$ cat src/rtl/efs_pkg.sv
`timescale 1ns / 1ps
package efs_pkg;

  localparam int LEN_W     = 11;
  localparam int TOL_W     = 6;
  localparam int IDX_W     = 10;
  localparam int VAL_W     = 16;
  localparam int STAT_W    = 2;
  localparam int CFG_IDX_W = 1;
  localparam int CFG_W     = 11;

  localparam logic [CFG_IDX_W-1:0] CFG_BUFFER_LENGTH = 1'b0;
  localparam logic [CFG_IDX_W-1:0] CFG_MISS_LIMIT    = 1'b1;

  localparam logic [LEN_W-1:0] BUFLEN_RESET = 11'd1024;
  localparam logic [TOL_W-1:0] TOL_RESET    = 6'd6;
  localparam logic [LEN_W-1:0] MIN_LEN      = 11'd2;

  localparam logic OP_WRITE  = 1'b0;
  localparam logic OP_SEARCH = 1'b1;

  localparam logic [STAT_W-1:0] STATUS_FOUND = 2'd0;
  localparam logic [STAT_W-1:0] STATUS_NONE  = 2'd1;
  localparam logic [STAT_W-1:0] STATUS_ZERO  = 2'd2;

  localparam logic [IDX_W-1:0] ZERO_FAULT_INDEX = 10'd1;

  typedef enum logic [2:0] {
    ST_IDLE,
    ST_PREV,
    ST_FAULT,
    ST_WALK,
    ST_DONE
  } state_e;

  // Verdict of the compare unit for one walked sample.
  typedef struct packed {
    logic improve;
    logic halt;
  } eval_t;

endpackage

$ cat src/rtl/efs_eval.sv
`timescale 1ns / 1ps
module efs_eval #(
  parameter int SAMPLE_WIDTH = 16
) (
  input  logic signed [SAMPLE_WIDTH-1:0] sample_i,
  input  logic signed [SAMPLE_WIDTH-1:0] ext_i,
  input  logic [SAMPLE_WIDTH:0]          jabs_i,
  input  logic                           rising_i,
  input  logic [efs_pkg::TOL_W-1:0]      miss_i,
  input  logic [efs_pkg::TOL_W-1:0]      tol_i,
  output efs_pkg::eval_t                 eval_o
);
  import efs_pkg::*;

  logic signed [SAMPLE_WIDTH+2:0] s2;
  logic signed [SAMPLE_WIDTH+2:0] e2;
  logic signed [SAMPLE_WIDTH+2:0] j3;
  logic [TOL_W:0]                 miss_inc;
  logic                           fell_back;

  // Doubled values keep the half-jump test exact.
  assign s2 = {{2{sample_i[SAMPLE_WIDTH-1]}}, sample_i, 1'b0};
  assign e2 = {{2{ext_i[SAMPLE_WIDTH-1]}}, ext_i, 1'b0};
  assign j3 = $signed({2'b00, jabs_i});

  assign miss_inc  = {1'b0, miss_i} + {{TOL_W{1'b0}}, 1'b1};
  assign fell_back = rising_i ? ((s2 + j3) < e2) : ((s2 - j3) > e2);

  always_comb begin
    eval_o.improve = rising_i ? (sample_i >= ext_i) : (sample_i <= ext_i);
    eval_o.halt    = !eval_o.improve &&
                     ((miss_inc >= {1'b0, tol_i}) || fell_back);
  end

endmodule

$ cat config.mk
export PLATFORM = sky130hd
export DESIGN_NAME = efs_eval
export DESIGN_NICKNAME = d
export VERILOG_FILES = /design/src/rtl/efs_pkg.sv /design/src/rtl/efs_eval.sv
export SDC_FILE = /design/constraint.sdc
export NUM_CORES = 1
export LEC_CHECK = 0
export ABC_AREA = 0
export BUFFER_PORTS_ARGS = -buffer_cell sky130_fd_sc_hd__buf_4
export CAP_MARGIN = 0
export CORE_MARGIN = 5
export CORE_UTILIZATION = 41
export DETAILED_ROUTE_END_ITERATION = 7
export GPL_TIMING_DRIVEN = 0
export PLACE_DENSITY = 0.7
export SYNTH_ARGS = -nofsm -noshare
export SYNTH_HDL_FRONTEND = slang
export SYNTH_SLANG_ARGS = --single-unit
$ cat constraint.sdc
create_clock -name vclk -period 5.46
set_input_delay 1.092 -clock vclk [all_inputs]
set_output_delay 1.092 -clock vclk [all_outputs]
set_load 0.1 [all_outputs]
Word-level counts from Yosys, hierarchy flattened. Index checks and enable logic that the tools add are counted.

Output and inout port bits: 2. Word-level logic and storage cells: 13. Input port bits: 62. Register bits after elaboration: 0.

Reductions and logical operators: 3. $lt $le $gt $ge: 5. Multiplexer cells: 2. Add/subtract/negate cells: 3.

Operators by type and width (count): adder 17 x 18 -> 19 bit (1); > comparator 19 x 17 -> 1 bit (1); less-than comparator 19 x 17 -> 1 bit (1); subtractor 17 x 18 -> 19 bit (1); greater-or-equal comparator 16 bit (1); less-or-equal comparator 16 bit (1); adder 6 x 1 -> 7 bit (second input constant) (1); greater-or-equal comparator 7 x 6 -> 1 bit (1); two-way mux 1 bit (2); logical AND 1 bit (1); logical NOT 1 bit (1); logical OR 1 bit (1).

Depth between registers and ports, before layout. Gate-level depths: netlist of run 1.

Depth in word-level cells: 5. Gate-level depth with buffers: 18. Mapped depth without buffers: 17.

Worst setup path before layout of run 1. Ideal clock, no wire load.

Kind: input-to-output. Start: input port jabs_i[2]. End: output port eval_o[0] (netlist bit). Required time: 4.368 ns. Stages: 16. Slack: -1.237 ns. Data arrival time: 5.605 ns. Path buffers: 0. Path through: inv_1 -> ha_1 -> nor2b_4 -> o21ai_2 -> a21oi_2 -> o41a_1 -> a311o_2 -> mux2i_1 -> a211oi_1 -> ha_1 -> a211oi_1 -> o21ai_1 -> a221oi_1 -> and4b_1 -> nor2_1 -> a31oi_1.

RTL lines: from (decl) (RTL line efs_eval.sv:7) `input logic [SAMPLE_WIDTH:0] jabs_i,`; to (decl) (RTL line efs_eval.sv:11) `output efs_pkg::eval_t eval_o`.

==> results.json, run 1 <==
{
  "outcome": "finished, violations left",
  "violations": "setup timing",
  "fin_worst_hold_slack_ns": 2.80,
  "fin_crit_sh_pct": 104,
  "io_buffer_count": 64,
  "grtUsageMet2_pct": 32.5,
  "via_count": 3380,
  "dr.pass1.iters": 4,
  "critPathArrivalTime_ns": 4.61,
  "overflow": 0,
  "critPathCaptureType": "primary output",
  "syn_area_per_cell_um2": 7.31,
  "fin_nets": 673,
  "use_met1_pct": 23.8,
  "die_height_um": 97.7,
  "rsz0062_at_grt": "true",
  "peakVddDrop_uv": 54.3,
  "power.share.switching_pct": 53.6,
  "crit_chain": "buf_4, inv_1, ha_4, buf_6, nand2b_1, a21o_1, a21oi_2, a211oi_4, a221oi_4, mux2i_1, o2111ai_1, ha_1, nand4_1, nor4_1, o31ai_1, nand2_1, mux2i_2, a31oi_4, buf_12",
  "fin_setup_tns_ns": -0.239,
  "setup_viol": 1,
  "n_fill_cell": 724,
  "regArea_um2": 0,
  "grt_pass1_wl_um": 15100,
  "grt_max_degree": 11,
  "drive_gt1_share_pct": 30.3,
  "slew_headroom_pct": 67.5,
  "yosysWarnings": 0,
  "intPower_mw": 0.258,
  "drt-total-wl_um": 9170,
  "wire_per_inst_um": 14.9,
  "p_comb_share_pct": 100.0,
  "area_growth_pct": 36.5,
  "crit_fanout": 4,
  "antenna_found_initial": 0,
  "pre_cts_slack_ns": -0.828,
  "period_needed_ns": 5.70,
  "path_class": "input port to primary output",
  "io_pins": 64,
  "crit_family": "compound AO/OA/AOI/OAI gates",
  "viasPerCell": 5.48,
  "leakage_nw": 2.09,
  "startpoint_type": "input port",
  "gp_congestion": 0.985,
  "n_sequential_cell": 0,
  "final_max_slew_viol_count": 0,
  "finalWorstSetupSlack_ns": -0.239,
  "drcViolationCount": 0,
  "fmax_ghz": 0.175,
  "hold_violations": 0,
  "synthCells": 431,
  "timing.critical_path.buf_inv": 4,
  "die_w_um": 97.7,
  "met3_usage_pct": 0.933,
  "grt_util_all_layers_pct": 18.2,
  "drv_cap": 0,
  "fin_area_um2": 4300,
  "ant_nets": 0,
  "clockBufferCount": 0,
  "critPathSlowestCell": "a221oi_4",
  "floorplan.initialDensity_pct": 41.4,
  "rows": 32,
  "core_area_um2": 7610,
  "multi_input_area_um2": 3230,
  "min_path_type": "input port to primary output",
  "fin_util_pct": 56.5,
  "grt_pass1_vias": 3402,
  "drt_iter0_drc": 116,
  "hpwl_um": 7530,
  "ys_seq_area_share_pct": 0,
  "p_seq_share_pct": 0,
  "dieArea_um2": 9540,
  "power_density_nw_per_um2": 129,
  "cts.hold.buffers_added": 0,
  "grt-busiest-layer": "met2",
  "clkPwrFrac_pct": 0,
  "diodes": 0,
  "cp_slowest_stage_delay_ns": 0.37,
  "p_sw_mw": 0.298,
  "post_dp_cell_area_um2": 3790,
  "synth_area_um2": 3150,
  "synth_cell_types": 54,
  "syn_nets": 587,
  "tightest_slew_ns": 0.483,
  "critPathRequiredTime_ns": 4.37
}
==> synthesized netlist by cell type (all sizes together) (9+ instances only) <==
| cell type | n | area share [%] |
|---|---|---|
| xnor2 | 25 | 6.9 |
| nand3 | 11 | 1.7 |
| o21ai | 25 | 4.1 |
| a21o | 9 | 2.1 |
| nor2b | 9 | 2.0 |
| nor2 | 21 | 2.5 |
| inv | 56 | 6.7 |
| nand2 | 26 | 3.1 |
| a21oi | 46 | 7.5 |
| nand2b | 16 | 3.2 |
| ha | 92 | 37 |
==> power groups by stage <==
stage	Clock, mW	Combinational [mW]	Sequential, mW
6_report	0	0.556	0
5_1_grt	0	0.619	0
4_1_cts	0	0.517	0
3_5_place_dp	0	0.464	0
3_3_place_gp	0	0.448	0
2_1_floorplan	0	0.338	0
==> metrics by stage <==
step                power, mW  instances
finish                  0.556        617
global route            0.619        617
CTS                     0.517        609
detailed placement      0.464        597
global placement        0.448        597
floorplan               0.338        431
==> layer usage <==
metal | part of all wire (%) | wire, um
met2 | 49 | 4490
met1 | 44 | 4070
met3 | 4.2 | 383
met4 | 2.5 | 230
met5 | 0 | 0
==> placed cells by master (no fill, tap or decap), drive strengths merged, types with 4 or more instances in the layout <==
cell type	instances
nor3	6
nand4	6
nand2	26
ha	92
nor2	21
a21o	9
o21a	5
xor2	7
a31oi	6
o21ai	25
nand3	11
a221oi	4
nor2b	9
o21bai	5
o31ai	4
nand2b	16
xnor2	25
buf	89
a21oi	46
nor4	7
inv	56
mux2i	4
a211oi	6
and3	4
==> final cells by class <==
class / instances / area share (%)
inverter: 58 / 5.27
multi-input combinational: 367 / 75.2
buffer: 5 / 1.05
tap: 102 / 2.97
timing repair buffer: 85 / 15.5
==> logic make-up (layout without fill, tap and decap cells) <==
group,count (synthesis),after routing,synth area share [%]
AO/OA/AOI/OAI,120,120,24.0
XOR/XNOR,32,32,8.90
adder cells (fa/ha/maj),94,94,37.8
buffers and inverters,64,148,8.42
multiplexers,5,5,1.63
AND/OR/NAND/NOR,116,116,19.3
==> path summary, 6_finish.rpt <==
check | start | endpoint | slack [ns] | depth (start not counted)
max | jabs_i[5] | eval_o[0] | -0.24 | 19
min | rising_i | eval_o[0] | 2.80 | 6
==> timing repair <==
item | 4_1_cts | 5_1_grt
hold endpoints to repair | 0 | 0
pin swaps | 36 | 25
setup buffers | 12 | 9
gates resized for setup | 45 | 26
endpoints found under the setup margin | 1 | 1
Note: power is estimated with default switching activity, not from simulation.
==> run 2: changes to the inputs <==
==> constraint.sdc (replaced) <==
create_clock -name vclk -period 7
set_input_delay 1.4 -clock vclk [all_inputs]
set_output_delay 1.4 -clock vclk [all_outputs]
set_load 0.1 [all_outputs]
==> results.json, run 2 (synthesis results as in run 1) <==
{
  "diodes": 0,
  "rsz0062_at_grt": "false",
  "post_cts_buffers": 0,
  "fin_crit_sh_pct": 95.6,
  "slew_headroom_pct": 60.6,
  "grt_util_all_layers_pct": 16.6,
  "dr.pass1.iters": 4,
  "hold_violations": 0,
  "min_path_type": "input port to primary output",
  "leakage_nw": 1.94,
  "path_class": "input port to primary output",
  "power_density_nw_per_um2": 95.3,
  "regArea_um2": 0,
  "die_w_um": 97.7,
  "dp.cells": 597,
  "crit_chain": "buf_4, inv_1, ha_1, nor2b_1, o21a_1, o21ai_1, a211oi_1, a221oi_1, mux2i_1, o2111ai_1, ha_1, nand4_1, nor4_1, o31ai_1, nand2_1, mux2i_1, a31oi_2, buf_4",
  "multi_input_area_um2": 2900,
  "grt_pass1_vias": 3135,
  "io_buffer_count": 64,
  "setup_viol": 0,
  "wire_per_inst_um": 13.9,
  "drcViolationCount": 0,
  "drt-total-wl_um": 8280,
  "post_dp_cell_area_um2": 3760,
  "critPathSlowestCell": "a221oi_1",
  "critPathCaptureType": "primary output",
  "drt_iter0_drc": 135,
  "outcome": "finished clean",
  "fin_nets": 653,
  "fin_setup_tns_ns": 0,
  "viasPerCell": 5.42,
  "fin_worst_hold_slack_ns": 3.47,
  "crit_end": "eval_o[0]",
  "area_growth_pct": 19.7,
  "via_count": 3235,
  "grt_pass1_wl_um": 13900,
  "ant_nets": 0,
  "rows": 32,
  "final_max_slew_viol_count": 0,
  "layout_common_cells": "ha_1 (92), buf_4 (65), inv_1 (48)",
  "fin_area_um2": 3770,
  "hpwl_um": 7400,
  "die_height_um": 97.7,
  "timing.critical_path.buf_inv": 3,
  "n_fill_cell": 775,
  "dieArea_um2": 9540,
  "drv_cap": 0,
  "floorplan.initialDensity_pct": 41.4,
  "tightest_slew_ns": 0.588,
  "fin_util_pct": 49.6,
  "n_sequential_cell": 0,
  "fin_cells": 597,
  "fmax_ghz": 0.150,
  "critPathArrivalTime_ns": 5.29,
  "period_needed_ns": 6.69,
  "cp.depth": 18,
  "overflow": 0,
  "crit_fanout": 5,
  "antenna_found_initial": 0,
  "drive_gt1_share_pct": 17.6,
  "core_area_um2": 7610,
  "critPathRequiredTime_ns": 5.60,
  "peakVddDrop_uv": 42.2,
  "grt_max_degree": 11,
  "crit_family": "compound AO/OA/AOI/OAI gates",
  "io_pins": 64,
  "clockBufferCount": 0,
  "startpoint_type": "input port",
  "gp_congestion": 0.943,
  "cp-startpoint": "jabs_i[2]",
  "final_common_cell": "ha_1",
  "cp_slowest_stage_delay_ns": 0.54
}
==> run 2: changes by cell type in the layout (fill, tap and decap cells not counted), moves of 3 or more <==
| cell | previous run | this run |
|---|---|---|
| a211oi_1 | 3 | 6 |
| inv_1 | 45 | 48 |
| o21ai_0 | 11 | 15 |
| ha_4 | 8 | 0 |
| buf_6 | 7 | 2 |
| ha_1 | 83 | 92 |
| a21oi_1 | 36 | 44 |
| buf_4 | 81 | 65 |
| a21oi_2 | 10 | 2 |
| nor4_2 | 3 | 0 |
| nor4_1 | 3 | 7 |
==> run 2: cell type report <==
cell class | count | share of cell area, %
Multi-Input combinational cell | 367 | 76.8
Timing Repair Buffer | 64 | 12.7
Inverter | 58 | 5.91
Tap cell | 102 | 3.38
Buffer | 6 | 1.13
==> run 2: what timing repair did <==
action / in CTS / in global routing
endpoints found under the setup margin: 0 / 1
hold buffers: 0 / 0
resized for setup: 0 / 1
==> run 2: how the worst min path moves through the flow <==
stage                        start  cells after the start   endpoint  slack [ns]
after floorplan           rising_i                      3  eval_o[1]        3.39
after global placement    rising_i                      6  eval_o[0]        3.46
after detailed placement  rising_i                      6  eval_o[0]        3.48
after CTS                 rising_i                      6  eval_o[0]        3.48
after global routing      rising_i                      6  eval_o[0]        3.52
final                     rising_i                      6  eval_o[0]        3.47
==> run 2: per-layer routing <==
metal	up-vias	global-route usage (%)	part of all wire [%]
met1	1463	22.2	46
met4	0	3.30	2.3
met2	86	29.1	46
met5	-	0	0
li1	1672	-	-
met3	14	1.15	5.0
==> run 2: worst min-delay path, delay by kind of cell <==
kind                      cells  cell delay, ns
xor gates and xnor gates      1            0.06
muxes                         1            0.17
and+or+nand+nor               1            0.06
buffers and inverters         2            0.34
AOI/OAI and AO/OA             1            0.04
==> run 2: per-stage QoR <==
stage / setup WS (ns) / total power [mW]
floorplan: 0.355 / 0.259
global placement: 0.166 / 0.344
detailed placement: 0.122 / 0.356
CTS: 0.0961 / 0.358
global route: 0.0935 / 0.406
finish: 0.311 / 0.359
==> run 2: where the power goes <==
part	switching (mW)	leakage [nW]	internal, mW	total (mW)
Clock	0	0	0	0
Sequential	0	0	0	0
Combinational	0.202	1.94	0.157	0.359
Total	0.202	1.94	0.157	0.359
==> run 3: changes to the inputs <==
--- a/config.mk
+++ b/config.mk
@@ -8,11 +8,13 @@
 export ABC_AREA = 0
 export BUFFER_PORTS_ARGS = -buffer_cell sky130_fd_sc_hd__buf_4
 export CAP_MARGIN = 0
+export CELL_PAD_IN_SITES_DETAIL_PLACEMENT = 0
+export CELL_PAD_IN_SITES_GLOBAL_PLACEMENT = 1
 export CORE_MARGIN = 5
 export CORE_UTILIZATION = 41
 export DETAILED_ROUTE_END_ITERATION = 7
 export GPL_TIMING_DRIVEN = 0
-export PLACE_DENSITY = 0.7
+export PLACE_DENSITY = 0.91
 export SYNTH_ARGS = -nofsm -noshare
 export SYNTH_HDL_FRONTEND = slang
 export SYNTH_SLANG_ARGS = --single-unit
==> results.json, run 3 (synthesis results as in run 1) <==
{
  "crit_family": "compound AO/OA/AOI/OAI gates",
  "fin_worst_hold_slack_ns": 3.51,
  "cp_slowest_stage_delay_ns": 0.47,
  "fin_cells": 597,
  "power_density_nw_per_um2": 96.6,
  "rsz0062_at_grt": "false",
  "crit_chain": "buf_4, inv_1, ha_1, nor2b_4, o21ai_2, a21oi_2, o41a_1, a311o_2, mux2i_1, a211oi_1, ha_1, a211oi_1, o21ai_1, a221oi_1, and4b_1, nor2_1, a31oi_2, buf_4",
  "final_max_slew_viol_count": 0,
  "diodes": 0,
  "gp_congestion": 0.940,
  "fmax_ghz": 0.149,
  "hpwl_um": 7650,
  "crit_fanout": 5,
  "fin_crit_sh_pct": 95.7,
  "holdPathStages": 6,
  "period_needed_ns": 6.70,
  "fin_nets": 653,
  "die_height_um": 97.7,
  "peakVddDrop_uv": 33.2,
  "tightest_slew_ns": 0.681,
  "antenna_found_initial": 0,
  "cts.hold.buffers_added": 0,
  "area_growth_pct": 20.2,
  "timing.critical_path.buf_inv": 3,
  "wire_per_inst_um": 14.5,
  "finalWorstSetupSlack_ns": 0.301,
  "core_area_um2": 7610,
  "grt_max_degree": 11,
  "power_mw": 0.366,
  "viasPerCell": 5.49,
  "n_sequential_cell": 0,
  "grt_util_all_layers_pct": 16.7,
  "pre_cts_slack_ns": 0.0781,
  "critPathSlowestCell": "a311o_2",
  "hold_path_end": "eval_o[0]",
  "rows": 32,
  "grt_pass1_wl_um": 13800,
  "min-delay-start": "rising_i",
  "critPathCaptureType": "primary output",
  "critPathRequiredTime_ns": 5.60,
  "n_fill_cell": 801,
  "floorplan.initialDensity_pct": 41.4,
  "dieArea_um2": 9540,
  "die_w_um": 97.7,
  "clockBufferCount": 0,
  "drive_gt1_share_pct": 17.8,
  "drt-total-wl_um": 8630,
  "leakage_nw": 1.95,
  "hold_violations": 0,
  "outcome": "finished clean",
  "io_pins": 64,
  "drv_cap": 0,
  "io_buffer_count": 64,
  "drcViolationCount": 0,
  "path_class": "input port to primary output",
  "ant_nets": 0,
  "via_count": 3280,
  "final_common_cell": "ha_1",
  "min_path_type": "input port to primary output",
  "fin_setup_tns_ns": 0,
  "dr.pass1.iters": 4,
  "drt_iter0_drc": 121,
  "setup_viol": 0,
  "grt_pass1_vias": 3114,
  "regArea_um2": 0,
  "overflow": 0,
  "critPathArrivalTime_ns": 5.30,
  "dp.cells": 597,
  "layout_common_cells": "ha_1 (92), buf_4 (65), inv_1 (48)",
  "startpoint_type": "input port",
  "slew_headroom_pct": 54.3
}
-- run 3: worst max path at each step --
stage                           end  startpoint  cells after the start  slack (ns)
after floorplan           eval_o[0]   jabs_i[2]                     16        0.36
after global placement    eval_o[0]   jabs_i[1]                     19        0.13
after detailed placement  eval_o[0]   jabs_i[1]                     19        0.08
after CTS                 eval_o[0]   jabs_i[1]                     19        0.06
after global routing      eval_o[0]   jabs_i[2]                     18        0.06
final                     eval_o[0]   jabs_i[2]                     18        0.30
-- run 3: per-stage QoR --
step	utilization [%]	instance area, um2
after floorplan	-	3160
after global placement	49.5	3760
after detailed placement	49.5	3760
after CTS	49.5	3760
after global routing	49.8	3790
final	49.8	3790
-- run 3: repair_timing --
action,4_1_cts,5_1_grt
setup buffers,0,0
resized for setup,0,3
setup endpoints to repair,0,1
-- run 3: where the power goes --
group | switching (mW) | internal (mW)
Combinational | 0.207 | 0.158
Clock | 0 | 0
Sequential | 0 | 0
-- run 3: final cells by class --
cell class                      instances  area [um2]  share of cell area, %
Timing Repair Buffer                   64         480                   12.7
Tap cell                              102         128                   3.37
Buffer                                  6        42.5                   1.12
Inverter                               58         223                   5.88
Multi-Input combinational cell        367        2910                   76.9
-- run 3: worst min-delay path: stages --
cell and delay, ns:
buf_4 0.12, xor2_1 0.07, nand2_1 0.05, mux2_2 0.18, a31oi_2 0.05, buf_4 0.23
-- run 3: routing by layer --
layer	share of wire [%]	wire, um	track usage, %	vias to the layer above
met5	0	0	0	-
met1	49	4250	23.6	1527
met3	4.0	343	1.44	13
li1	-	-	-	1665
met2	45	3920	28.0	75
met4	1.4	117	2.34	0
